`src/rtl/dmmpd_pkg.sv`:
```
// Shared constants and types for the multimeter packet decoder.
package dmmpd_pkg;

  localparam int PacketLen = 14;
  localparam int FillW     = $clog2(PacketLen + 1);

  localparam logic [7:0] ByteCr    = 8'h0D;
  localparam logic [7:0] ByteMinus = 8'h2D;
  localparam logic [7:0] BytePlus  = 8'h2B;
  localparam logic [7:0] ByteZero  = 8'h30;
  localparam logic [7:0] ByteNine  = 8'h39;
  localparam logic [7:0] ByteColon = 8'h3A;
  localparam logic [7:0] ByteSemi  = 8'h3B;
  localparam logic [7:0] ByteDp1   = 8'h31;
  localparam logic [7:0] ByteDp2   = 8'h32;
  localparam logic [7:0] ByteDp3   = 8'h34;

  typedef enum logic [1:0] {
    DP_NONE = 2'd0,
    DP_1    = 2'd1,
    DP_2    = 2'd2,
    DP_3    = 2'd3
  } dp_t;

  typedef enum logic [3:0] {
    MODE_NONE  = 4'd0,
    MODE_VOLT  = 4'd1,
    MODE_DIODE = 4'd2,
    MODE_AMP   = 4'd3,
    MODE_OHM   = 4'd4,
    MODE_HZ    = 4'd5,
    MODE_FARAD = 4'd6,
    MODE_DUTY  = 4'd7,
    MODE_DEGC  = 4'd8,
    MODE_DEGF  = 4'd9
  } mode_t;

  typedef enum logic [2:0] {
    PRE_NONE  = 3'd0,
    PRE_NANO  = 3'd1,
    PRE_MICRO = 3'd2,
    PRE_MILLI = 3'd3,
    PRE_KILO  = 3'd4,
    PRE_MEGA  = 3'd5
  } prefix_t;

  typedef logic [PacketLen-1:0][7:0] packet_t;

  typedef struct packed {
    logic        format_error;
    logic        negative;
    logic        overload;
    logic [15:0] value_bcd;
    dp_t         decimal_pos;
    mode_t       mode;
    prefix_t     prefix;
    logic        hold;
    logic        auto_range;
    logic        show_bar;
    logic        ac_coupled;
  } result_t;

endpackage

```
`src/rtl/dmmpd_if.sv`:
```
// Valid/ready channel interfaces for the decoder's byte input and result output.
interface dmmpd_in_if;
  logic       valid;
  logic       ready;
  logic [7:0] rx_byte;

  modport source (output valid, output rx_byte, input ready);
  modport sink   (input valid, input rx_byte, output ready);
endinterface

interface dmmpd_out_if;
  logic        valid;
  logic        ready;
  logic        format_error;
  logic        negative;
  logic        overload;
  logic [15:0] value_bcd;
  logic [1:0]  decimal_pos;
  logic [3:0]  mode;
  logic [2:0]  prefix;
  logic        hold;
  logic        auto_range;
  logic        show_bar;
  logic        ac_coupled;

  modport source (output valid, output format_error, output negative, output overload,
                  output value_bcd, output decimal_pos, output mode, output prefix,
                  output hold, output auto_range, output show_bar, output ac_coupled,
                  input ready);
  modport sink   (input valid, input format_error, input negative, input overload,
                  input value_bcd, input decimal_pos, input mode, input prefix,
                  input hold, input auto_range, input show_bar, input ac_coupled,
                  output ready);
endinterface

```
`src/rtl/dmmpd_decode.sv`:
```
// Combinational decode of one 14-byte packet into a result word.
module dmmpd_decode (
  input  dmmpd_pkg::packet_t pkt,
  output dmmpd_pkg::result_t res
);

  logic            sign_bad;
  logic            ovl_pat;
  logic            digit_bad;
  logic            err;
  logic [15:0]     digits;
  logic [7:0]      b7, b8, b9, b10;
  dmmpd_pkg::dp_t     dp;
  dmmpd_pkg::mode_t   mode;
  dmmpd_pkg::prefix_t pre;
  logic            units;

  assign b7  = pkt[7];
  assign b8  = pkt[8];
  assign b9  = pkt[9];
  assign b10 = pkt[10];

  assign sign_bad = (pkt[0] != dmmpd_pkg::ByteMinus) && (pkt[0] != dmmpd_pkg::BytePlus);
  assign ovl_pat  = (pkt[1] == dmmpd_pkg::ByteSemi) && (pkt[2] == dmmpd_pkg::ByteZero) &&
                    (pkt[3] == dmmpd_pkg::ByteColon) && (pkt[4] == dmmpd_pkg::ByteSemi);

  always_comb begin
    digit_bad = 1'b0;
    digits    = '0;
    for (int i = 1; i <= 4; i++) begin
      if (pkt[i] < dmmpd_pkg::ByteZero || pkt[i] > dmmpd_pkg::ByteNine) begin
        digit_bad = 1'b1;
      end
      digits[(4-i)*4 +: 4] = pkt[i][3:0];
    end
  end

  assign err = sign_bad || (!ovl_pat && digit_bad);

  always_comb begin
    if (pkt[6] == dmmpd_pkg::ByteDp1) begin
      dp = dmmpd_pkg::DP_1;
    end else if (pkt[6] == dmmpd_pkg::ByteDp2) begin
      dp = dmmpd_pkg::DP_2;
    end else if (pkt[6] == dmmpd_pkg::ByteDp3) begin
      dp = dmmpd_pkg::DP_3;
    end else begin
      dp = dmmpd_pkg::DP_NONE;
    end
  end

  always_comb begin
    units = 1'b1;
    if (b10[7]) begin
      mode = b9[2] ? dmmpd_pkg::MODE_DIODE : dmmpd_pkg::MODE_VOLT;
    end else if (b10[6]) begin
      mode = dmmpd_pkg::MODE_AMP;
    end else if (b10[5]) begin
      mode = dmmpd_pkg::MODE_OHM;
    end else if (b10[3]) begin
      mode = dmmpd_pkg::MODE_HZ;
    end else if (b10[2]) begin
      mode = dmmpd_pkg::MODE_FARAD;
    end else if (b9[1]) begin
      mode  = dmmpd_pkg::MODE_DUTY;
      units = 1'b0;
    end else if (b10[1]) begin
      mode  = dmmpd_pkg::MODE_DEGC;
      units = 1'b0;
    end else if (b10[0]) begin
      mode  = dmmpd_pkg::MODE_DEGF;
      units = 1'b0;
    end else begin
      mode = dmmpd_pkg::MODE_NONE;
    end
  end

  always_comb begin
    if (!units) begin
      pre = dmmpd_pkg::PRE_NONE;
    end else if (b8[1]) begin
      pre = dmmpd_pkg::PRE_NANO;
    end else if (b9[7]) begin
      pre = dmmpd_pkg::PRE_MICRO;
    end else if (b9[6]) begin
      pre = dmmpd_pkg::PRE_MILLI;
    end else if (b9[5]) begin
      pre = dmmpd_pkg::PRE_KILO;
    end else if (b9[4]) begin
      pre = dmmpd_pkg::PRE_MEGA;
    end else begin
      pre = dmmpd_pkg::PRE_NONE;
    end
  end

  always_comb begin
    res.format_error = err;
    res.negative     = (pkt[0] == dmmpd_pkg::ByteMinus);
    res.overload     = !err && ovl_pat;
    res.value_bcd    = (err || ovl_pat) ? 16'd0 : digits;
    res.decimal_pos  = err ? dmmpd_pkg::DP_NONE : dp;
    res.mode         = err ? dmmpd_pkg::MODE_NONE : mode;
    res.prefix       = err ? dmmpd_pkg::PRE_NONE : pre;
    res.hold         = b7[1];
    res.auto_range   = b7[5];
    res.show_bar     = b7[0];
    res.ac_coupled   = b7[3];
  end

endmodule

```
`src/rtl/dmm_packet_decoder_top.sv`:
```
// Top level: byte window, packet detect, decode and two-entry result buffer.
// The 0x0D word ending a packet registers its result in out_r, or in skid_r on a stall.
// One input word per cycle while skid_r is empty; window shift and decode are combinational.
// A second result register absorbs one result while the output is stalled.
// Reset (synchronous, active low) clears the window, the fill count and both result valids.
module dmm_packet_decoder_top (
  input  logic                clk,
  input  logic                rst_n,
  dmmpd_in_if.sink            in_ch,
  dmmpd_out_if.source         out_ch
);

  localparam int LastIdx = dmmpd_pkg::PacketLen - 1;

  dmmpd_pkg::packet_t              win_r, win_nxt;
  logic [dmmpd_pkg::FillW-1:0]     fill_r;
  logic                            accept;
  logic                            hit;
  dmmpd_pkg::result_t              dec_res;
  dmmpd_pkg::result_t              out_r, skid_r;
  logic                            out_valid_r, skid_valid_r;
  logic                            pop;

  assign accept = in_ch.valid && in_ch.ready;
  assign in_ch.ready = !skid_valid_r;

  always_comb begin
    for (int i = 0; i < LastIdx; i++) begin
      win_nxt[i] = win_r[i+1];
    end
    win_nxt[LastIdx] = in_ch.rx_byte;
  end

  assign hit = (in_ch.rx_byte == dmmpd_pkg::ByteCr) &&
               (fill_r >= dmmpd_pkg::FillW'(LastIdx));

  dmmpd_decode u_decode (
    .pkt (win_nxt),
    .res (dec_res)
  );

  always_ff @(posedge clk) begin
    if (!rst_n) begin
      win_r  <= '0;
      fill_r <= '0;
    end else if (accept) begin
      win_r <= win_nxt;
      if (fill_r < dmmpd_pkg::FillW'(dmmpd_pkg::PacketLen)) begin
        fill_r <= fill_r + 1'b1;
      end
    end
  end

  assign pop = out_valid_r && out_ch.ready;

  always_ff @(posedge clk) begin
    if (!rst_n) begin
      out_valid_r  <= 1'b0;
      skid_valid_r <= 1'b0;
    end else if (!out_valid_r || pop) begin
      if (skid_valid_r) begin
        out_r        <= skid_r;
        out_valid_r  <= 1'b1;
        skid_valid_r <= accept && hit;
        skid_r       <= dec_res;
      end else begin
        out_valid_r <= accept && hit;
        out_r       <= dec_res;
      end
    end else if (accept && hit) begin
      skid_r       <= dec_res;
      skid_valid_r <= 1'b1;
    end
  end

  assign out_ch.valid        = out_valid_r;
  assign out_ch.format_error = out_r.format_error;
  assign out_ch.negative     = out_r.negative;
  assign out_ch.overload     = out_r.overload;
  assign out_ch.value_bcd    = out_r.value_bcd;
  assign out_ch.decimal_pos  = out_r.decimal_pos;
  assign out_ch.mode         = out_r.mode;
  assign out_ch.prefix       = out_r.prefix;
  assign out_ch.hold         = out_r.hold;
  assign out_ch.auto_range   = out_r.auto_range;
  assign out_ch.show_bar     = out_r.show_bar;
  assign out_ch.ac_coupled   = out_r.ac_coupled;

  a_skid_implies_out: assert property (@(posedge clk) disable iff (!rst_n)
    skid_valid_r |-> out_valid_r)
    else $error("skid entry held without output entry");

  a_fill_bound: assert property (@(posedge clk) disable iff (!rst_n)
    fill_r <= dmmpd_pkg::FillW'(dmmpd_pkg::PacketLen))
    else $error("fill count past packet length");

  a_rise_after_cr: assert property (@(posedge clk) disable iff (!rst_n)
    $rose(out_valid_r) |-> $past(accept && in_ch.rx_byte == dmmpd_pkg::ByteCr))
    else $error("result without terminating word");

  a_ovl_clean: assert property (@(posedge clk) disable iff (!rst_n)
    (out_valid_r && out_r.overload) |-> (!out_r.format_error && out_r.value_bcd == 16'd0))
    else $error("overload result carries error or digits");

endmodule
```
`src/flat_wrapper.sv`:
```
// flat-port wrapper written by rule: the top's interface ports become plain ports
module dmm_packet_decoder_top_flat 
  (clk, rst_n, in_ch_valid, in_ch_rx_byte, in_ch_ready, out_ch_valid, out_ch_format_error, out_ch_negative, out_ch_overload, out_ch_value_bcd, out_ch_decimal_pos, out_ch_mode, out_ch_prefix, out_ch_hold, out_ch_auto_range, out_ch_show_bar, out_ch_ac_coupled, out_ch_ready);
  dmmpd_in_if in_ch_i ();
  dmmpd_out_if out_ch_i ();
  input  logic clk;
  input  logic rst_n;
  input wire logic [$bits(in_ch_i.valid)-1:0] in_ch_valid;
  input wire logic [$bits(in_ch_i.rx_byte)-1:0] in_ch_rx_byte;
  output wire logic [$bits(in_ch_i.ready)-1:0] in_ch_ready;
  output wire logic [$bits(out_ch_i.valid)-1:0] out_ch_valid;
  output wire logic [$bits(out_ch_i.format_error)-1:0] out_ch_format_error;
  output wire logic [$bits(out_ch_i.negative)-1:0] out_ch_negative;
  output wire logic [$bits(out_ch_i.overload)-1:0] out_ch_overload;
  output wire logic [$bits(out_ch_i.value_bcd)-1:0] out_ch_value_bcd;
  output wire logic [$bits(out_ch_i.decimal_pos)-1:0] out_ch_decimal_pos;
  output wire logic [$bits(out_ch_i.mode)-1:0] out_ch_mode;
  output wire logic [$bits(out_ch_i.prefix)-1:0] out_ch_prefix;
  output wire logic [$bits(out_ch_i.hold)-1:0] out_ch_hold;
  output wire logic [$bits(out_ch_i.auto_range)-1:0] out_ch_auto_range;
  output wire logic [$bits(out_ch_i.show_bar)-1:0] out_ch_show_bar;
  output wire logic [$bits(out_ch_i.ac_coupled)-1:0] out_ch_ac_coupled;
  input wire logic [$bits(out_ch_i.ready)-1:0] out_ch_ready;
  assign in_ch_i.valid = in_ch_valid;
  assign in_ch_i.rx_byte = in_ch_rx_byte;
  assign in_ch_ready = in_ch_i.ready;
  assign out_ch_valid = out_ch_i.valid;
  assign out_ch_format_error = out_ch_i.format_error;
  assign out_ch_negative = out_ch_i.negative;
  assign out_ch_overload = out_ch_i.overload;
  assign out_ch_value_bcd = out_ch_i.value_bcd;
  assign out_ch_decimal_pos = out_ch_i.decimal_pos;
  assign out_ch_mode = out_ch_i.mode;
  assign out_ch_prefix = out_ch_i.prefix;
  assign out_ch_hold = out_ch_i.hold;
  assign out_ch_auto_range = out_ch_i.auto_range;
  assign out_ch_show_bar = out_ch_i.show_bar;
  assign out_ch_ac_coupled = out_ch_i.ac_coupled;
  assign out_ch_i.ready = out_ch_ready;
  dmm_packet_decoder_top u_core (.clk(clk), .rst_n(rst_n), .in_ch(in_ch_i), .out_ch(out_ch_i));
endmodule
```
`config.mk`:
```
export PLATFORM = sky130hd
export DESIGN_NAME = dmm_packet_decoder_top_flat
export DESIGN_NICKNAME = d
export VERILOG_FILES = /design/src/rtl/dmmpd_pkg.sv /design/src/rtl/dmmpd_if.sv /design/src/rtl/dmmpd_decode.sv /design/src/rtl/dmm_packet_decoder_top.sv /design/src/flat_wrapper.sv
export SDC_FILE = /design/constraint.sdc
export NUM_CORES = 1
export LEC_CHECK = 0
export ABC_AREA = 1
export BUFFER_PORTS_ARGS = -buffer_cell sky130_fd_sc_hd__buf_2
export CORE_UTILIZATION = 40
export DETAILED_ROUTE_END_ITERATION = 7
export PLACE_DENSITY = 0.57
export SLEW_MARGIN = 15
export SYNTH_ARGS = -nofsm -noshare
export SYNTH_HDL_FRONTEND = slang
export SYNTH_HIERARCHICAL = 1
export SYNTH_SLANG_ARGS = --single-unit
export TNS_END_PERCENT = 10
```
`constraint.sdc`:
```
create_clock -name clk -period 5.45 [get_ports clk]
set_input_delay 0.8175 -clock clk [delete_from_list [all_inputs] [get_ports clk]]
set_output_delay 0.8175 -clock clk [all_outputs]
set_load 0.02 [all_outputs]
```
After elaboration in Yosys (flattened, before gate mapping)
Cells that the tools add are included.
{ "word_totals": {"reg_bits": 174, "input_bits": 12, "out_inout_bits": 34, "word_cells": 128} }
{ "classes": {"n_addsub": 1, "n_lt_le_gt_ge": 10, "eq_ne": 12, "n_mux": 42, "n_reduce_logical": 25} }
{ "op_table": {"columns": ["operator", "count"], "rows": [
  ["2-to-1 mux 32 bit", 4],
  ["equality test 8 x 6 -> 1 bit, second input constant", 8],
  ["2-to-1 mux 4 bit", 9],
  ["greater-than comparator 8 x 6 -> 1 bit, second input constant", 4],
  ["< comparator 8 x 6 -> 1 bit, second input constant", 4],
  ["2-to-1 mux 3 bit", 7],
  ["2-to-1 mux 1 bit", 16],
  ["2-to-1 mux 16 bit", 1],
  ["!= test 8 x 6 -> 1 bit, second input constant", 2],
  ["logical AND 1 bit", 10],
  ["2-to-1 mux 2 bit", 5],
  ["equality test 8 x 4 -> 1 bit, second input constant", 1],
  ["logical OR 1 bit", 7],
  ["adder 4 x 1 -> 4 bit, second input constant", 1],
  ["greater-or-equal comparator 4 bit, second input constant", 1],
  ["logical NOT 1 bit", 4],
  ["< comparator 4 bit, second input constant", 1],
  ["AND reduction 2 bit", 2],
  ["AND reduction 3 bit", 1],
  ["!= test 2 x 1 -> 1 bit, second input constant", 1],
  ["nonzero test 2 bit", 1]
]} }

Depth between registers and ports, before layout
{ "logic_depth": {"ltp_word": 12, "mapped_depth": 12, "mapped_depth_nobuf": 12} }

Modules after synthesis
Netlist, hierarchy kept.
{ "by_module_without_submodules": {"columns": ["module", "n_inst", "cells_per_inst", "area_each_um2", "seq_area_each_um2"], "rows": [
  ["dmm_packet_decoder_top", 1, 671, 6238.5, 4124.0],
  ["dmmpd_decode", 1, 183, 907.1, 0.0]
]} }

Least setup slack after synthesis
OpenSTA, ideal clock, no wires.
{ "synth_path": {"kind": "input -> register", "startpoint": "in rst_n", "endpoint": "reg u_core/skid_r[0] in the netlist's numbering (enable)", "setup_time_ns": 0.425, "t_arrival_ns": 3.789, "required_time_ns": 5.025, "slack_ns": 1.236, "cell_stages": 6, "n_path_buf": 2, "cell_sequence": "buf_2 buf_2 inv_1 nor2_1 nand2_1 o21ai_1"} }
{ "synth_via": {"elab_chain_len": 1} }
{ "synth_rtl": {"columns": ["element", "line_no", "source"], "rows": [
  ["start, declared", "flat_wrapper.sv:7", "input logic rst_n;"],
  ["AND reduction 3 bit (no line)", null, null],
  ["end signal, assigned", "dmm_packet_decoder_top.sv:65", "skid_r <= dec_res;"],
  ["end signal, assigned", "dmm_packet_decoder_top.sv:71", "skid_r <= dec_res;"],
  ["end, declared", "dmm_packet_decoder_top.sv:20", "dmmpd_pkg::result_t out_r, skid_r;"]
]} }
Every way passes these cells.
A chain may end at the register's enable or synchronous reset.

Worst setup path after layout
{ "layout_path": {"startpoint": "reg u_core.skid_valid_r", "endpoint": "out in_ch_ready"} }
{ "layout_via": {"elab_chain_len": 1} }
{ "layout_rtl": {"columns": ["element", "line_no", "source"], "rows": [
  ["start, declared", "dmm_packet_decoder_top.sv:21", "logic out_valid_r, skid_valid_r;"],
  ["start signal, assigned", "dmm_packet_decoder_top.sv:64", "skid_valid_r <= accept && hit;"],
  ["logical NOT 1 bit", "dmm_packet_decoder_top.sv:25", "assign in_ch.ready = !skid_valid_r;"],
  ["end, declared", "flat_wrapper.sv:10", "output wire logic [$bits(in_ch_i.ready)-1:0] in_ch_ready;"]
]} }
Every way passes these cells.

==> results.toml <==
[layout]
fin_nets = 893
syn2layout_area_growth_pct = 12.0
n_antenna_cell = 0
post-route-cell-area_sq_um = 8000
layout-drive-gt1-share = 0.131
fillers = 1755
final_util = 0.461

[global_routing]
overflow = 0
via_count_of_the_first_global_routing_pass = 4989
gr_util_all_layers = 0.160
antenna_found_initial = 0
grt_first_pass_wirelength_mm = 23.5
grt_start_max_net_pins = 93

[floorplan]
starting_density_of_the_core = 0.412
die-width_um = 136
rows = 48
core-area_sq_um = 17400
die_h_um = 136
floorplan.io_pins = 46
floorplan.die_area_sq_um = 18400

[worst_hold_path]
min_path_cells = 2
holdCritPathClass = "flip-flop to flip-flop"
worstHoldStart = "u_core/win_nxt[103]$_SDFFE_PN0P_"

[detailed_routing]
drt_iter0_drc = 330
drc = 0
detailedRoute.firstPassIterationCount = 4
detail_route.wirelength_mm = 13.2
detailroute.via_count = 5172
via_per_inst = 4.64
route.antenna.remaining_nets = 0
post_drt_wl_per_cell_um = 11.9

[clocking]
post_cts.repair.setup_buffers = 0
root_buffer = "sky130_fd_sc_hd__clkbuf_16"
cts.path.max_buffers = 2
clock_tree.htree_level_count = 4
clk-insertion-delay-late_ns = 0.42
path_clk_slew_ns = 0.06
cts_buffers = 17
tritoncts = "yes"
cts_hold_repair.buffers = 0
numClockSinks = 174
post_cts_resized = 0

[placement]
detailed_place.area_sq_um = 7440
gp_congestion = 0.747
port-buffer-count = 45
place.detailed.hpwl_mm = 8.18

[timing]
rsz_0062_raised_after_global_routing = "false"
maxSlewViolCount = 0
timing_worst_slew_pin_value_ns = 0.946
max-slew-margin-rel = 0.366
finalSetupViolations = 0
final_min_period_over_clock_period = 0.525
finalClockSkew_ns = 0.00855
final-hold-violation-count = 0
maxClockFrequency_mhz = 349
post-route-min-period_ns = 2.86
totalNegativeSetupSlack_ns = 0

[setup_path]
worst-endpoint-arrival_ns = 2.04
regToRegStartpoint = "u_core/skid_valid_r$_SDFFE_PN0P_"
timing.critical_path.fanout_max = 35
criticalPathCategory = "flip-flop to output port"
slowest_stage = "sky130_fd_sc_hd__clkinv_1"
worstSetupStartpoint = "u_core/skid_valid_r$_SDFFE_PN0P_"
critical_path.startpoint_type = "flip-flop"
cp_slowest_stage_delay_ns = 0.77
worst_r2r_path_depth = 7
path_cells = "clkinv_1 > buf_2"
worstSetupEndpointType = "output port"
critical_path_required_ns = 4.63

[run]
drv_cap = 0

[synthesis]
syn-instance-count = 854
yosys.area.top_type = "sky130_fd_sc_hd__dfxtp_1"
synth_top_area_share = 0.308
synthDistinctLibCells = 31
average_footprint_of_a_synthesized_cell_sq_um = 8.37
synthesis.area_sq_um = 7150
ys_seq_elements = 174
syn_nets = 869
ys.warnings.count = 6
synth_top_area_cells = "sky130_fd_sc_hd__dfxtp_1, sky130_fd_sc_hd__edfxtp_1, sky130_fd_sc_hd__nor2_1, sky130_fd_sc_hd__nand2_1, sky130_fd_sc_hd__o21ai_0"
synth.yosys.seq_area_share = 0.577

[pwr]
vdd_ir_drop_max_mv = 0.220
leakagePower_nw = 3.35
powerDensity_nw_per_um2 = 347

[outcome]
run_status = "complete, no violations"
-- cells in the mapped netlist (all sizes together) --
cell and count:
ha 3, buf 25, nor2 277, inv 60
a41oi 1, nand3 2, nand2 159, clkinv 1
a31oi 1, dfxtp 110, nor3 2, clkbuf 23
a21oi 6, edfxtp 64, o2111ai 2, o21bai 1
xor2 2, nor4 1, o21ai 114
-- state kept, by name (all words and copies together) (netlist names) --
signal / cells
u_core/fill_r: 4
u_core/out_ch.value_bcd: 16
u_core/out_ch.decimal_pos: 2
u_core/out_ch.valid: 1
u_core/skid_valid_r: 1
u_core/out_ch.auto_range: 1
u_core/out_ch.show_bar: 1
u_core/out_ch.prefix: 3
u_core/out_ch.negative: 1
u_core/out_ch.overload: 1
u_core/out_ch.hold: 1
u_core/out_ch.mode: 4
u_core/skid_r: 32
u_core/win_nxt: 104
u_core/out_ch.ac_coupled: 1
u_core/out_ch.format_error: 1
-- kinds of logic (layout without fill, tap and decap cells) --
kind of cell	after synthesis	count (layout)	synth area share
XOR/XNOR	2	2	0.00245
adder cells (fa/ha/maj)	3	3	0.00525
AND/OR/NAND/NOR	441	441	0.254
buffers and inverters	109	145	0.0713
AO/OA/AOI/OAI	125	125	0.0897
flip-flops	174	174	0.577
-- critical path, delay by kind of cell (launching register included) --
family | cells | cell delay, ns
flops | 1 | 0.41
buf+inv | 2 | 1.21
-- final timing paths --
check	endpoint	slack [ns]
worst max-delay path	in_ch_ready	2.59
worst min-delay path	u_core/win_nxt[95]$_SDFFE_PN0P_	0.48
worst max register to register	u_core/win_nxt[91]$_SDFFE_PN0P_	2.85
worst min register to register	u_core/win_nxt[95]$_SDFFE_PN0P_	0.48
-- placed cells by master (no fill, tap or decap), drive strengths merged --
cell	instances
a21oi	6
a31oi	1
a41oi	1
buf	53
bufinv	1
clkbuf	22
clkinv	7
clkinvlp	2
dfxtp	110
edfxtp	64
ha	3
inv	60
nand2	159
nand3	2
nor2	277
nor3	2
nor4	1
o2111ai	2
o21ai	114
o21bai	1
xor2	2
-- where the power goes --
| group | leakage [nW] | internal, mW | switching [mW] |
|---|---|---|---|
| Combinational | 1.61 | 0.0617 | 0.119 |
| Sequential | 1.47 | 1.40 | 0.0428 |
| Clock | 0.274 | 0.668 | 0.483 |
-- cell type report --
type / instances / area, sq um / share of cell area
clock inverter: 9 / 86.3 / 0.0108
inverter: 61 / 230 / 0.0288
clock buffer: 22 / 477 / 0.0596
timing repair buffer: 53 / 285 / 0.0356
sequential: 174 / 4120 / 0.515
multi-input combinational: 571 / 2520 / 0.315
tap: 225 / 282 / 0.0352
-- metal layers --
metal  vias to the layer above  part of all wire  routed length, um  GRT usage
li1                       2747                 -                  -          -
met1                      2350              0.54               7080      0.224
met2                        64              0.43               5650      0.237
met3                        11             0.025                334     0.0389
met4                         0             0.012                164     0.0568
met5                         -                 0                  0          0
-- metrics by stage --
stage	worst slack (ns)	hold WS (ns)	cells	power [mW]
after floorplan	1.24	0.440	854	1.61
after global placement	2.63	0.456	1084	1.65
after detailed placement	2.63	0.464	1084	1.65
after CTS	2.51	0.483	1115	2.81
after global routing	2.39	0.498	1115	2.90
final	2.59	0.479	1115	2.78
Power figures use the tool's default switching activity.
